$ cat config.mk
export PLATFORM = sky130hd
export DESIGN_NAME = at_command_sequencer
export DESIGN_NICKNAME = d
export VERILOG_FILES = /design/src/rtl/acs_pkg.sv /design/src/rtl/at_command_sequencer.sv
export SDC_FILE = /design/constraint.sdc
export NUM_CORES = 1
export LEC_CHECK = 0
export BUFFER_PORTS_ARGS = -buffer_cell sky130_fd_sc_hd__buf_2
export CAP_MARGIN = 20
export CORE_AREA = 5 5 117 119
export DETAILED_ROUTE_END_ITERATION = 8
export DIE_AREA = 0 0 122 124
export PLACE_DENSITY_LB_ADDON = 0.05
export SLEW_MARGIN = 40
export SYNTH_ARGS = -nofsm -noshare
export SYNTH_HDL_FRONTEND = slang
export SYNTH_SLANG_ARGS = --single-unit
$ cat constraint.sdc
create_clock -name clk_i -period 5.5 [get_ports clk_i]
set_input_delay 0.55 -clock clk_i [delete_from_list [all_inputs] [get_ports clk_i]]
set_output_delay 0.55 -clock clk_i [all_outputs]
set_load 0.02 [all_outputs]
$ cat src/rtl/acs_pkg.sv
// acs_pkg: shared constants, codes and keyword table of the AT command sequencer.
// No dependencies; imported by at_command_sequencer, acs_assert, acs_check and at_command_sequencer_tb.

package acs_pkg;

  // Command queue geometry
  localparam int unsigned QUEUE_DEPTH = 8;
  localparam int unsigned QPTR_W      = $clog2(QUEUE_DEPTH);
  localparam int unsigned QCNT_W      = $clog2(QUEUE_DEPTH + 1);

  // Configuration register indexes
  localparam logic CFG_TIMEOUT   = 1'b0;
  localparam logic CFG_RESET_CMD = 1'b1;

  // Reset values of the configuration registers
  localparam logic [3:0] TIMEOUT_RST   = 4'd5;
  localparam logic [7:0] RESET_CMD_RST = 8'd0;

  // Item operations
  typedef enum logic [1:0] {
    OP_ENQUEUE = 2'd0,
    OP_RX_BYTE = 2'd1,
    OP_SERVICE = 2'd2
  } op_e;

  // Link states
  localparam logic [1:0] ST_READY   = 2'd0;
  localparam logic [1:0] ST_WAIT    = 2'd1;
  localparam logic [1:0] ST_GOT     = 2'd2;
  localparam logic [1:0] ST_TIMEOUT = 2'd3;

  // Return codes (keyword index, plus unknown)
  localparam logic [2:0] RC_READY   = 3'd0;
  localparam logic [2:0] RC_OK      = 3'd1;
  localparam logic [2:0] RC_SEND_OK = 3'd2;
  localparam logic [2:0] RC_BUSY    = 3'd3;
  localparam logic [2:0] RC_FAIL    = 3'd4;
  localparam logic [2:0] RC_ERROR   = 3'd5;
  localparam logic [2:0] RC_UNKNOWN = 3'd6;

  // Response keywords
  localparam int unsigned KEY_NUM = 6;
  localparam int unsigned KEY_MAX = 12;
  localparam int unsigned KEY_K_W = $clog2(KEY_NUM);
  localparam logic [7:0]  LF      = 8'h0A;
  localparam logic [3:0]  POS_MAX = 4'd15;

  localparam logic [3:0] KEY_LEN [KEY_NUM] = '{4'd7, 4'd4, 4'd9, 4'd11, 4'd6, 4'd7};

  localparam logic [7:0] KEY_TEXT [KEY_NUM][KEY_MAX] = '{
    // "ready\r\n"
    '{8'h72, 8'h65, 8'h61, 8'h64, 8'h79, 8'h0D, 8'h0A, 8'h00, 8'h00, 8'h00, 8'h00, 8'h00},
    // "OK\r\n"
    '{8'h4F, 8'h4B, 8'h0D, 8'h0A, 8'h00, 8'h00, 8'h00, 8'h00, 8'h00, 8'h00, 8'h00, 8'h00},
    // "SEND OK\r\n"
    '{8'h53, 8'h45, 8'h4E, 8'h44, 8'h20, 8'h4F, 8'h4B, 8'h0D, 8'h0A, 8'h00, 8'h00, 8'h00},
    // "busy p...\r\n"
    '{8'h62, 8'h75, 8'h73, 8'h79, 8'h20, 8'h70, 8'h2E, 8'h2E, 8'h2E, 8'h0D, 8'h0A, 8'h00},
    // "FAIL\r\n"
    '{8'h46, 8'h41, 8'h49, 8'h4C, 8'h0D, 8'h0A, 8'h00, 8'h00, 8'h00, 8'h00, 8'h00, 8'h00},
    // "ERROR\r\n"
    '{8'h45, 8'h52, 8'h52, 8'h4F, 8'h52, 8'h0D, 8'h0A, 8'h00, 8'h00, 8'h00, 8'h00, 8'h00}
  };

  // True when keyword k still agrees with byte b at line position pos
  function automatic logic key_char_ok(logic [KEY_K_W-1:0] k, logic [3:0] pos,
                                       logic [7:0] b);
    logic ok;
    ok = 1'b0;
    if (pos < KEY_LEN[k] && pos < 4'(KEY_MAX)) begin
      ok = (KEY_TEXT[k][pos] == b);
    end
    return ok;
  endfunction

endpackage

$ cat src/rtl/at_command_sequencer.sv
// at_command_sequencer: AT command queue, response line matcher and link state machine.
// Depends on acs_pkg for codes, queue geometry and the keyword table.
//
//  channel | direction | handshake             | payload
//  --------+-----------+-----------------------+------------------------------------------
//  in      | input     | in_valid_i/in_ready_o | operation, command_id, rx_byte, new_second
//  out     | output    | out_valid_o/out_ready_i | enqueue_accepted, send_*, line_matched,
//          |           |                       | return_code, link_state
//  cfg     | input     | cfg_we_i              | cfg_index_i, cfg_wdata_i
//
// One item per cycle while results are taken: an item is processed in the cycle of its transfer
// and its result sits in the output register from the next cycle on.
// A new item is taken while the output register is empty or being drained, so a stalled
// consumer holds the input side off only while a result is pending.
// Reset clears the link state, queue pointers and matcher; the queue entries are not cleared.

module at_command_sequencer
  import acs_pkg::*;
(
  input  logic       clk_i,
  input  logic       rst_ni,
  // configuration
  input  logic       cfg_we_i,
  input  logic       cfg_index_i,
  input  logic [7:0] cfg_wdata_i,
  // input items
  input  logic       in_valid_i,
  output logic       in_ready_o,
  input  logic [1:0] operation_i,
  input  logic [7:0] command_id_i,
  input  logic [7:0] rx_byte_i,
  input  logic       new_second_i,
  // result items
  output logic       out_valid_o,
  input  logic       out_ready_i,
  output logic       enqueue_accepted_o,
  output logic       send_valid_o,
  output logic [7:0] send_command_id_o,
  output logic       line_matched_o,
  output logic [2:0] return_code_o,
  output logic [1:0] link_state_o
);

  // Configuration registers
  logic [3:0] timeout_q;
  logic [7:0] reset_cmd_q;

  // Control state
  logic [1:0]        state_q, state_d;
  logic [2:0]        code_q, code_d;
  logic [3:0]        elapsed_q, elapsed_d;
  logic [QPTR_W-1:0] head_q, head_d;
  logic [QPTR_W-1:0] tail_q, tail_d;
  logic [QCNT_W-1:0] count_q, count_d;
  logic [3:0]        pos_q, pos_d;
  logic [KEY_NUM-1:0] mask_q, mask_d;

  // Queue storage
  logic [7:0] store_q [QUEUE_DEPTH];

  // Result register
  logic       out_valid_q;
  logic       acc_q, acc_d;
  logic       send_q, send_d;
  logic [7:0] send_id_q, send_id_d;
  logic       match_q, match_d;

  // Item processing
  logic       take;
  logic       put_req;
  logic [7:0] put_id;
  logic       put_ok;
  logic [QCNT_W-1:0] count_put;
  logic       get_ok;
  logic [KEY_NUM-1:0] cand;
  logic [3:0] el_inc;
  logic       svc_stop;
  logic [1:0] st_svc;

  assign take       = in_valid_i && in_ready_o;
  assign in_ready_o = !out_valid_q || out_ready_i;

  // Configuration writes
  always_ff @(posedge clk_i or negedge rst_ni) begin
    if (!rst_ni) begin
      timeout_q   <= TIMEOUT_RST;
      reset_cmd_q <= RESET_CMD_RST;
    end else if (cfg_we_i) begin
      unique case (cfg_index_i)
        CFG_TIMEOUT:   timeout_q   <= cfg_wdata_i[3:0];
        CFG_RESET_CMD: reset_cmd_q <= cfg_wdata_i;
        default: ;
      endcase
    end
  end

  // Next state and result of one item
  always_comb begin
    state_d   = state_q;
    code_d    = code_q;
    elapsed_d = elapsed_q;
    pos_d     = pos_q;
    mask_d    = mask_q;
    put_req   = 1'b0;
    put_id    = command_id_i;
    get_ok    = 1'b0;
    acc_d     = 1'b0;
    send_d    = 1'b0;
    send_id_d = '0;
    match_d   = 1'b0;
    svc_stop  = 1'b0;
    st_svc    = state_q;
    el_inc    = elapsed_q + 4'd1;
    cand      = '0;

    for (int k = 0; k < KEY_NUM; k++) begin
      cand[k] = mask_q[k] && key_char_ok(KEY_K_W'(k), pos_q, rx_byte_i);
    end

    unique case (operation_i)
      OP_ENQUEUE: begin
        put_req = 1'b1;
      end
      OP_RX_BYTE: begin
        mask_d = cand;
        if (rx_byte_i == LF) begin
          // first keyword whose full length ends on this byte wins
          for (int k = KEY_NUM - 1; k >= 0; k--) begin
            if (cand[k] && KEY_LEN[k] == pos_q + 4'd1) begin
              match_d = 1'b1;
              code_d  = 3'(k);
            end
          end
          if (match_d) begin
            state_d = ST_GOT;
          end
          pos_d  = '0;
          mask_d = '1;
        end else if (pos_q < POS_MAX) begin
          pos_d = pos_q + 4'd1;
        end
      end
      OP_SERVICE: begin
        put_id = reset_cmd_q;
        // second tick: timeout recovery and response aging
        if (new_second_i) begin
          if (state_q == ST_TIMEOUT) begin
            put_req = 1'b1;
            st_svc  = ST_READY;
          end else if (state_q == ST_WAIT) begin
            if (el_inc >= timeout_q) begin
              elapsed_d = '0;
              st_svc    = ST_TIMEOUT;
            end else begin
              elapsed_d = el_inc;
            end
          end
        end
        // response handling
        if (st_svc == ST_GOT) begin
          if (code_q == RC_BUSY || code_q == RC_UNKNOWN) begin
            svc_stop = 1'b1;
          end else if (code_q == RC_ERROR || code_q == RC_FAIL) begin
            code_d   = RC_UNKNOWN;
            st_svc   = ST_READY;
            put_req  = 1'b1;
            svc_stop = 1'b1;
          end else begin
            code_d = RC_UNKNOWN;
            st_svc = ST_READY;
          end
        end
        // dispatch from ready; a put into an empty queue always succeeds
        if (!svc_stop && st_svc == ST_READY && (count_q != '0 || put_req)) begin
          get_ok = 1'b1;
          st_svc = ST_WAIT;
        end
        state_d = st_svc;
      end
      default: ;
    endcase

    put_ok    = put_req && (count_q < QCNT_W'(QUEUE_DEPTH));
    count_put = put_ok ? count_q + QCNT_W'(1) : count_q;
    if (operation_i == OP_ENQUEUE) begin
      acc_d = put_ok;
    end

    if (get_ok) begin
      send_d = 1'b1;
      // an empty queue hands over the entry just written
      send_id_d = (count_q == '0) ? put_id : store_q[head_q];
    end

    tail_d  = tail_q;
    head_d  = head_q;
    count_d = get_ok ? count_put - QCNT_W'(1) : count_put;
    if (put_ok) begin
      tail_d = (tail_q == QPTR_W'(QUEUE_DEPTH - 1)) ? '0 : tail_q + QPTR_W'(1);
    end
    if (get_ok) begin
      head_d = (head_q == QPTR_W'(QUEUE_DEPTH - 1)) ? '0 : head_q + QPTR_W'(1);
    end
  end

  // Control state update on each transfer
  always_ff @(posedge clk_i or negedge rst_ni) begin
    if (!rst_ni) begin
      state_q   <= ST_READY;
      code_q    <= RC_READY;
      elapsed_q <= '0;
      head_q    <= '0;
      tail_q    <= '0;
      count_q   <= '0;
      pos_q     <= '0;
      mask_q    <= '1;
    end else if (take) begin
      state_q   <= state_d;
      code_q    <= code_d;
      elapsed_q <= elapsed_d;
      head_q    <= head_d;
      tail_q    <= tail_d;
      count_q   <= count_d;
      pos_q     <= pos_d;
      mask_q    <= mask_d;
    end
  end

  // Queue entry write
  always_ff @(posedge clk_i) begin
    if (take && put_ok) begin
      store_q[tail_q] <= put_id;
    end
  end

  // Output register valid
  always_ff @(posedge clk_i or negedge rst_ni) begin
    if (!rst_ni) begin
      out_valid_q <= 1'b0;
    end else if (take) begin
      out_valid_q <= 1'b1;
    end else if (out_ready_i) begin
      out_valid_q <= 1'b0;
    end
  end

  // Output register payload
  always_ff @(posedge clk_i) begin
    if (take) begin
      acc_q     <= acc_d;
      send_q    <= send_d;
      send_id_q <= send_id_d;
      match_q   <= match_d;
    end
  end

  assign out_valid_o        = out_valid_q;
  assign enqueue_accepted_o = acc_q;
  assign send_valid_o       = send_q;
  assign send_command_id_o  = send_id_q;
  assign line_matched_o     = match_q;
  assign return_code_o      = code_q;
  assign link_state_o       = state_q;

endmodule

==> summary.txt <==
Yosys
  – Synthesized area: 0.00677 mm^2
  – Register area share after synthesis: 0.490
  – Post-synth EDFFs: 75
  – Synth Area per Inst: 11.6 um^2
  – Syn nets: 641
  – Distinct cell type count after synthesis: 82
  – Total number of yosys warnings: 0
  – Ys async rst share: 0.359
  – Top FF cell, synth: edfxtp_1
  – Number of synthesized register bits: 117
  – Cells after synthesis: 583

Detailed routing
  – First drt pass iteration count: 5
  – Vias per cell: 5.90
  – DRC violations left: 0
  – Antenna viol nets, final: 0
  – First DRT Iteration DRCs: 270
  – Total wire length: 15200 um
  – Routed len/inst: 18.8 um
  – Total number of vias: 4777

Floorplan
  – Chip height: 124 um
  – # rows: 41
  – Die W: 122 um
  – Ports: 51
  – CORE AREA: 0.0125 mm^2
  – Starting density of the core: 0.543
  – DIE AREA: 0.0151 mm^2

Clock network
  – CTS Buffer Depth: 2
  – # clock sinks: 117
  – Clk slew on worst S/H paths: 50 ps
  – H-tree Lvls: 4
  – Root Driver: clkbuf_16
  – Hold buffers post-CTS: 0
  – Worst-Skew Late Latency: 410 ps
  – Post CTS Setup Buffer Count: 0
  – CTS tree: done
  – Post-CTS sizing: 0
  – CTS Buf Count: 17

Timing
  – Final Cycle Share: 0.661
  – Final Slew Violations: 0
  – Fin. Hold Viols: 0
  – Clock skew: 8.56 ps
  – Min cycle time layout: 3640 ps
  – RSZ-0062 raised after global routing: no
  – Sum Neg Setup Slack: 0 ps
  – Final setup viols: 0
  – Tightest Pin Transition: 829 ps
  – Slew Limit Headroom: 0.447
  – Achievable Freq: 275 MHz

Place
  – DP Wirelength: 10900 um
  – RD Place Congestion: 0.901
  – PortBufs: 50

Setup path
  – Crit end category: flop
  – Worst R2R Start: pos_q[0]
  – Worst R2R End: return_code_o[0]
  – WP data required: 5820 ps
  – Register-to-Register Path Depth: 10
  – CP arrival: 3950 ps
  – Type of origin of the critical path: flop
  – Crit path max fanout: 22
  – R2r setup slk: 1860 ps
  – Kind of critical path: flop to flop

Layout
  – Commonest non-fill, non-tap cell in the layout: edfxtp_1
  – Fillers: 987
  – Area Overhead vs Synth: 14.1%
  – End-of-flow core utilization: 0.619
  – Diodes inserted: 0
  – Fraction of layout cells with a size suffix above 1: 0.240
  – Most frequent cells in the layout: 75 x edfxtp_1, 49 x nand2_1, 49 x buf_2
  – Nets@finish: 682

Run
  – MaxCap Viol Count: 0

GRT
  – GR Overflow Total: 0
  – Global-route wire length before repair: 24400 um
  – Vias in the first global route: 4597
  – Antenna violations before repair: 0
  – Gr usage total: 0.212
  – Largest net degree at the start of global routing: 45

Power and ir drop
  – Maximum vdd drop: 0.000213 V
  – Leakage power: 2.93 nW
  – Power Density: 458 mW/mm^2

Run status
  – Status: finished, final reports clean

Worst hold path
  – Hold Path Class: primary input to async pin
-- worst max-delay path: stages, from the launching register on --
cell and delay, ps:
dfrtp_1 700, inv_1 210, ha_1 540, nor4b_1 410, a311oi_1 100, nor4b_1 620
a41oi_1 300, o211ai_2 140, o21ai_2 110, nand3b_4 180, o31ai_2 230
-- cells in the mapped netlist, drive strengths merged (3+ instances only) --
library cell,number,area (um^2)
edfxtp,75,2250
nand2,49,184
nor2,42,158
dfrtp,34,851
ha,25,313
o21ai,25,129
mux2,22,248
inv,21,78.8
a21oi,20,100
buf,17,109
clkbuf,17,108
mux2i,17,170
mux4,16,360
xnor2,16,140
nand3,13,65.1
nor3,12,60.1
xor2,11,96.3
a211oi,10,80.1
nand2b,9,56.3
nand4,9,56.3
nor3b,9,67.6
nor4,9,56.3
nor4b,9,85.1
dfstp,8,210
nor2b,8,50.1
a21o,6,46.3
o31ai,5,42.5
a21boi,4,30.0
and2,4,25.0
a31oi,3,18.8
a41o,3,30.0
and3,3,21.3
o211ai,3,27.5
o21a,3,22.5
o22ai,3,18.8
o31a,3,26.3
or2,3,18.8
-- how the worst max path moves through the flow --
stage	end	from	slack [ps]	cells past startpoint
global placement	store_q[3][5]	operation_i[0]	2090	9
finish	return_code_o[0]	pos_q[0]	1860	10
global route	return_code_o[0]	pos_q[0]	1700	10
floorplan	store_q[2][0]	link_state_o[0]	2550	6
CTS	return_code_o[0]	pos_q[0]	1970	10
detailed placement	return_code_o[0]	pos_q[0]	2020	10
-- metal layers --
metal	GRT usage	vias up	part of all wire
li1	-	2279	-
met1	0.276	2328	0.44
met2	0.349	143	0.49
met3	0.0513	27	0.053
met4	0.0763	0	0.019
met5	0	-	0
-- area by class of cell --
type | instances | area (um^2) | share of cell area
well taps | 172 | 215 | 0.0279
clock inverters | 10 | 181 | 0.0235
repair buffers | 56 | 298 | 0.0386
multi-input cells | 410 | 3170 | 0.411
flip-flops and latches | 117 | 3310 | 0.429
clock buffers | 22 | 454 | 0.0588
inverters | 22 | 82.6 | 0.0107
-- per-stage QoR --
| step | setup WS (ps) | power [mW] | hold WS [ps] | cells | area [um^2] |
|---|---|---|---|---|---|
| after floorplan | 2550 | 2.11 | 254 | 583 | 6770 |
| after global placement | 2090 | 2.32 | 472 | 777 | 7060 |
| after detailed placement | 2020 | 2.36 | 477 | 777 | 7080 |
| after CTS | 1970 | 3.55 | 136 | 809 | 7720 |
| after global routing | 1700 | 3.74 | 174 | 809 | 7720 |
| final | 1860 | 3.53 | 123 | 809 | 7720 |
-- kinds of logic after synthesis --
group	Yosys count	share of synthesized area
simple gates	196	0.158
flops	117	0.490
compound gates	107	0.112
buf+inv	56	0.0442
mux	55	0.115
xor+xnor	27	0.0350
fa+ha+maj	25	0.0462
-- sequential cells by signal (all words and copies together), names as in the netlist --
signal              count
elapsed_q               4
tail_q                  3
timeout_q               4
mask_q                  6
link_state_o            2
reset_cmd_q             8
send_command_id_o       8
out_valid_o             1
head_q                  3
pos_q                   4
send_valid_o            1
count_q                 4
return_code_o           3
enqueue_accepted_o      1
store_q                64
line_matched_o          1
-- power breakdown --
group | switching [mW] | internal (mW)
Combinational | 0.628 | 0.492
Clock | 0.370 | 0.813
Sequential | 0.178 | 1.05
(Power assumes the default switching activity.)
